--- config.mk ---
export PLATFORM = sky130hd
export DESIGN_NAME = ile_cell
export DESIGN_NICKNAME = d
export VERILOG_FILES = /design/src/hdl/ile_pkg.sv /design/src/hdl/ile_cell.sv
export SDC_FILE = /design/constraint.sdc
export NUM_CORES = 1
export LEC_CHECK = 0
export ABC_AREA = 1
export BUFFER_PORTS_ARGS = -buffer_cell sky130_fd_sc_hd__buf_2
export CORE_UTILIZATION = 44
export DETAILED_ROUTE_END_ITERATION = 8
export MAX_ROUTING_LAYER = met4
export PLACE_DENSITY = 0.82
export SYNTH_ARGS = -nofsm -noshare
export SYNTH_HDL_FRONTEND = slang
export SYNTH_SLANG_ARGS = --single-unit
--- constraint.sdc ---
create_clock -name clk -period 6.3 [get_ports clk]
set_clock_uncertainty 0.05 [all_clocks]
set_input_delay 1.89 -clock clk [delete_from_list [all_inputs] [get_ports clk]]
set_output_delay 1.89 -clock clk [all_outputs]
set_load 0.1 [all_outputs]
--- src/hdl/ile_pkg.sv ---
// Types and constants shared by the indexed list engine modules.
`timescale 1ns / 1ps

package ile_pkg;

  // Field widths of the request and result items.
  localparam int MODE_W    = 3;
  localparam int POS_W     = 7;
  localparam int VALUE_W   = 32;
  localparam int STATUS_W  = 2;
  localparam int COUNT_W   = 7;
  localparam int S_TDATA_W = 48;
  localparam int M_TDATA_W = 48;

  // Read value reported for an invalid index.
  localparam logic [VALUE_W-1:0] READ_INVALID = '1;

  // Request modes.
  typedef enum logic [MODE_W-1:0] {
    MODE_INS_HEAD = 3'd0,
    MODE_INS_END  = 3'd1,
    MODE_INS_AT   = 3'd2,
    MODE_READ     = 3'd3,
    MODE_DEL_HEAD = 3'd4,
    MODE_DEL_TAIL = 3'd5,
    MODE_DEL_AT   = 3'd6
  } mode_t;

  // Result status codes.
  typedef enum logic [STATUS_W-1:0] {
    ST_OK        = 2'd0,
    ST_BAD_INDEX = 2'd1,
    ST_EMPTY     = 2'd2,
    ST_FULL      = 2'd3
  } status_t;

  // Operation broadcast to every cell of the chain.
  typedef enum logic [1:0] {
    CELL_HOLD,
    CELL_INSERT,
    CELL_DELETE
  } cell_op_t;

  typedef struct packed {
    cell_op_t             op;
    logic [VALUE_W-1:0]   value;
  } cell_cmd_t;

  // Controller states.
  typedef enum logic {
    S_IDLE,
    S_READ
  } state_t;

endpackage

--- src/hdl/ile_cell.sv ---
// One storage cell of the element chain: holds one element and one read-chain stage.
`timescale 1ns / 1ps

module ile_cell #(
  parameter int INDEX = 0,
  parameter int CNT_W = 7
) (
  input  logic                          clk,
  input  ile_pkg::cell_cmd_t            cmd,
  input  logic [CNT_W-1:0]              at,
  input  logic [CNT_W-1:0]              rd_pos,
  input  logic [ile_pkg::VALUE_W-1:0]   left_data,
  input  logic [ile_pkg::VALUE_W-1:0]   right_data,
  input  logic [ile_pkg::VALUE_W-1:0]   rd_in,
  output logic [ile_pkg::VALUE_W-1:0]   data,
  output logic [ile_pkg::VALUE_W-1:0]   rd_q
);

  localparam logic [CNT_W-1:0] MY_INDEX = CNT_W'(INDEX);

  // Element register: shifts toward the tail on insert, toward the head on delete.
  always_ff @(posedge clk) begin
    case (cmd.op)
      ile_pkg::CELL_INSERT: begin
        if (MY_INDEX == at) begin
          data <= cmd.value;
        end else if (MY_INDEX > at) begin
          data <= left_data;
        end
      end
      ile_pkg::CELL_DELETE: begin
        if (MY_INDEX >= at) begin
          data <= right_data;
        end
      end
      default: begin
        data <= data;
      end
    endcase
  end

  // Read chain stage: the selected cell injects its element, the others pass it headward.
  always_ff @(posedge clk) begin
    rd_q <= (MY_INDEX == rd_pos) ? data : rd_in;
  end

endmodule

==> results.yml <==
logic_synthesis:
  synth_xor_area_frac: 0
  synthAdderAreaFrac: 0
  yosysSeqAreaShare: 0.467
  synth_edf_count: 32
  synth_seq_cells: 64
  synth.top_cell.area_share: 0.280
  syn_area_per_cell_um2: 7.98
  synth_area_leader_cell: "edfxtp_1"
  synthMuxAreaShare: 0
  synth_top_family_by_area: "simple AND/OR/NAND/NOR gates"
  synthCells: 430
  yosysUniqueCellTypes: 21
  yosysMostFrequentCell: "inv_1"
  synth_ff_type: "edfxtp_1"
  synth_compound_area_frac: 0.126
  synth_top_cells_by_count: "inv_1, nand2_1, nand3_1"
  synthArstFlopShare: 0
  synth_nets: 575
  synth-simple-area-share: 0.237
  synth_top_cells_by_area: "edfxtp_1, dfxtp_1, inv_1"
  synth_area_mm2: 0.00343
  yosys_warnings: 0
route:
  via_per_inst: 4.74
  vias: 3478
  wl_per_cell_um: 13.1
  ant_nets: 0
  finalWirelength_mm: 9.62
  drt_iter0_drc: 112
  drc_errors: 0
  drtPass1Iterations: 4
critical_path:
  reg2reg_depth: 2
  cp.required_ns: 6.24
  rr_endpoint: "rd_q[6]"
  cp_max_fo: 33
  critPathArrivalTime_ns: 3.76
  rr_startpoint: "data[6]"
  cp-startpoint: "cmd[32]"
  ff2ff_setup_slack_ns: 5.50
  crit_end: "data[20]"
  critPathKind: "input pin to flop"
  startpoint_type: "input pin"
  critPathCaptureType: "flop"
clock_network:
  clk_pin_slew_ns: 0.07
  cts_made_buffers: 9
  clk_latency_ns: 0.33
  cts_setup_buffers: 0
  htree_levels: 3
  cts.path.max_buffers: 2
  root_buffer: "clkbuf_8"
  cts_resized: 0
  clock-sinks: 64
  cts_tree: "done"
  hold_buffers: 0
sta:
  slew_headroom: 0.281
  tightest_slew_ns: 1.08
  fmax_mhz: 262
  hold_violations: 0
  setup_viol: 0
  fin_crit_ns: 3.82
  period_share: 0.606
  slew_viol_final: 0
  rsz0062_at_grt: "false"
  tns_ns: 0
grt:
  grt_pass1_wl_mm: 15.1
  use_met1: 0.267
  grt_max_degree: 36
  grtUsageMet3: 0.0429
  grt.overflow.total: 0
  grtUsageMet2: 0.440
  first_global_vias: 3325
  busiest_layer: "met2"
  grt_usage: 0.244
  antenna_found_initial: 0
floorplanning:
  die_w_um: 90.3
  die_height_um: 90.3
  initial_core_util: 0.463
  boundaryPins: 209
  fp.coreArea_mm2: 0.00741
  row_count: 31
  dieArea_mm2: 0.00815
layout:
  finalNetCount: 775
  nFillCells: 667
  layout.cells.non_filler: 734
  drive_gt1_frac: 0.458
  areaGrowthSynthToFinish_pct: 36.4
  diodes: 0
status:
  outcome: "finished, final reports clean"
power_and_ir_drop:
  powerDensity_mw_per_mm2: 222
  vdd_drop_max_mv: 0.0840
  p_total_mw: 1.04
  leakage_nw: 2.49
place:
  dp.cells: 718
  hpwl_mm: 7.27
  routabilityCongestion: 0.854
  io_buffers: 208
flow_run:
  drv_cap: 0
hold_path:
  worstHoldPathCells: 2
  hp-class: "flop to flop"
-- final cells by class --
type                    count  area (um2)  area share
clock inverters             4        32.5     0.00695
flip-flops and latches     64        1600       0.342
clock buffers              12         188      0.0401
inverters                 102         383      0.0818
multi-input cells         239        1260       0.270
well taps                  99         124      0.0265
repair buffers            214        1090       0.232
-- kinds of logic (layout without fill, tap and decap cells) --
family,Yosys count,in the layout
compound gates,65,65
flops,64,64
buf+inv,127,332
simple gates,174,174
-- how the worst min path moves through the flow --
stage	start	endpoint	slack, ns
4_1_cts	data[15]	rd_q[15]	0.43
3_3_place_gp	data[18]	rd_q[18]	0.41
3_5_place_dp	data[15]	rd_q[15]	0.41
2_1_floorplan	data[0]	rd_q[0]	0.98
5_1_grt	data[15]	rd_q[15]	0.45
6_report	data[15]	rd_q[15]	0.43
-- power breakdown --
group	total [mW]	internal (mW)	switching [mW]
clock network	0.366	0.203	0.163
logic	0.218	0.0644	0.154
registers	0.454	0.451	0.00316
total	1.04	0.718	0.320
-- worst max-delay path, cell delays in order --
cell and delay (ns):
buf_2 0.11, nor2_2 0.09, buf_4 0.33, inv_1 0.56, a211oi_4 0.35, buf_4 0.41
-- flip-flops by register name, summed over array words and instances, names as in the netlist --
register  flops
rd_q         32
data         32
-- layer usage --
metal | vias to the layer above | wire [um]
met2 | 154 | 5120
met5 | - | 0
met4 | 0 | 143
li1 | 1733 | -
met1 | 1574 | 3780
met3 | 17 | 576
-- layout by cell type, fill, tap and decap left out --
cell type / netlist / layout
dfxtp_1: 32 / 32
nand2_2: 28 / 28
nor2_1: 5 / 5
clkbuf_16: 0 / 2
nand2_1: 73 / 73
o21ai_1: 26 / 26
nand3_1: 64 / 64
clkinv_4: 0 / 2
nor2_2: 2 / 2
edfxtp_1: 32 / 32
clkbuf_8: 0 / 10
nor3_1: 1 / 1
inv_2: 1 / 1
o21ai_2: 28 / 28
nor2b_4: 0 / 1
buf_2: 10 / 208
o21ai_0: 10 / 10
a211oi_4: 0 / 1
buf_4: 3 / 6
clkinvlp_4: 0 / 2
inv_1: 101 / 101
-- per-stage QoR --
| step | hold slack [ns] | setup slack [ns] | instance area, um2 | util |
|---|---|---|---|---|
| final | 0.430 | 2.48 | 4680 | 0.632 |
| after CTS | 0.434 | 2.49 | 4680 | 0.632 |
| after floorplan | 0.981 | 1.09 | 3430 | - |
| after global routing | 0.449 | 2.36 | 4680 | 0.632 |
| after detailed placement | 0.415 | 2.13 | 4460 | 0.602 |
| after global placement | 0.412 | 2.21 | 4460 | 0.602 |
Note: power is estimated with default switching activity, not from simulation.
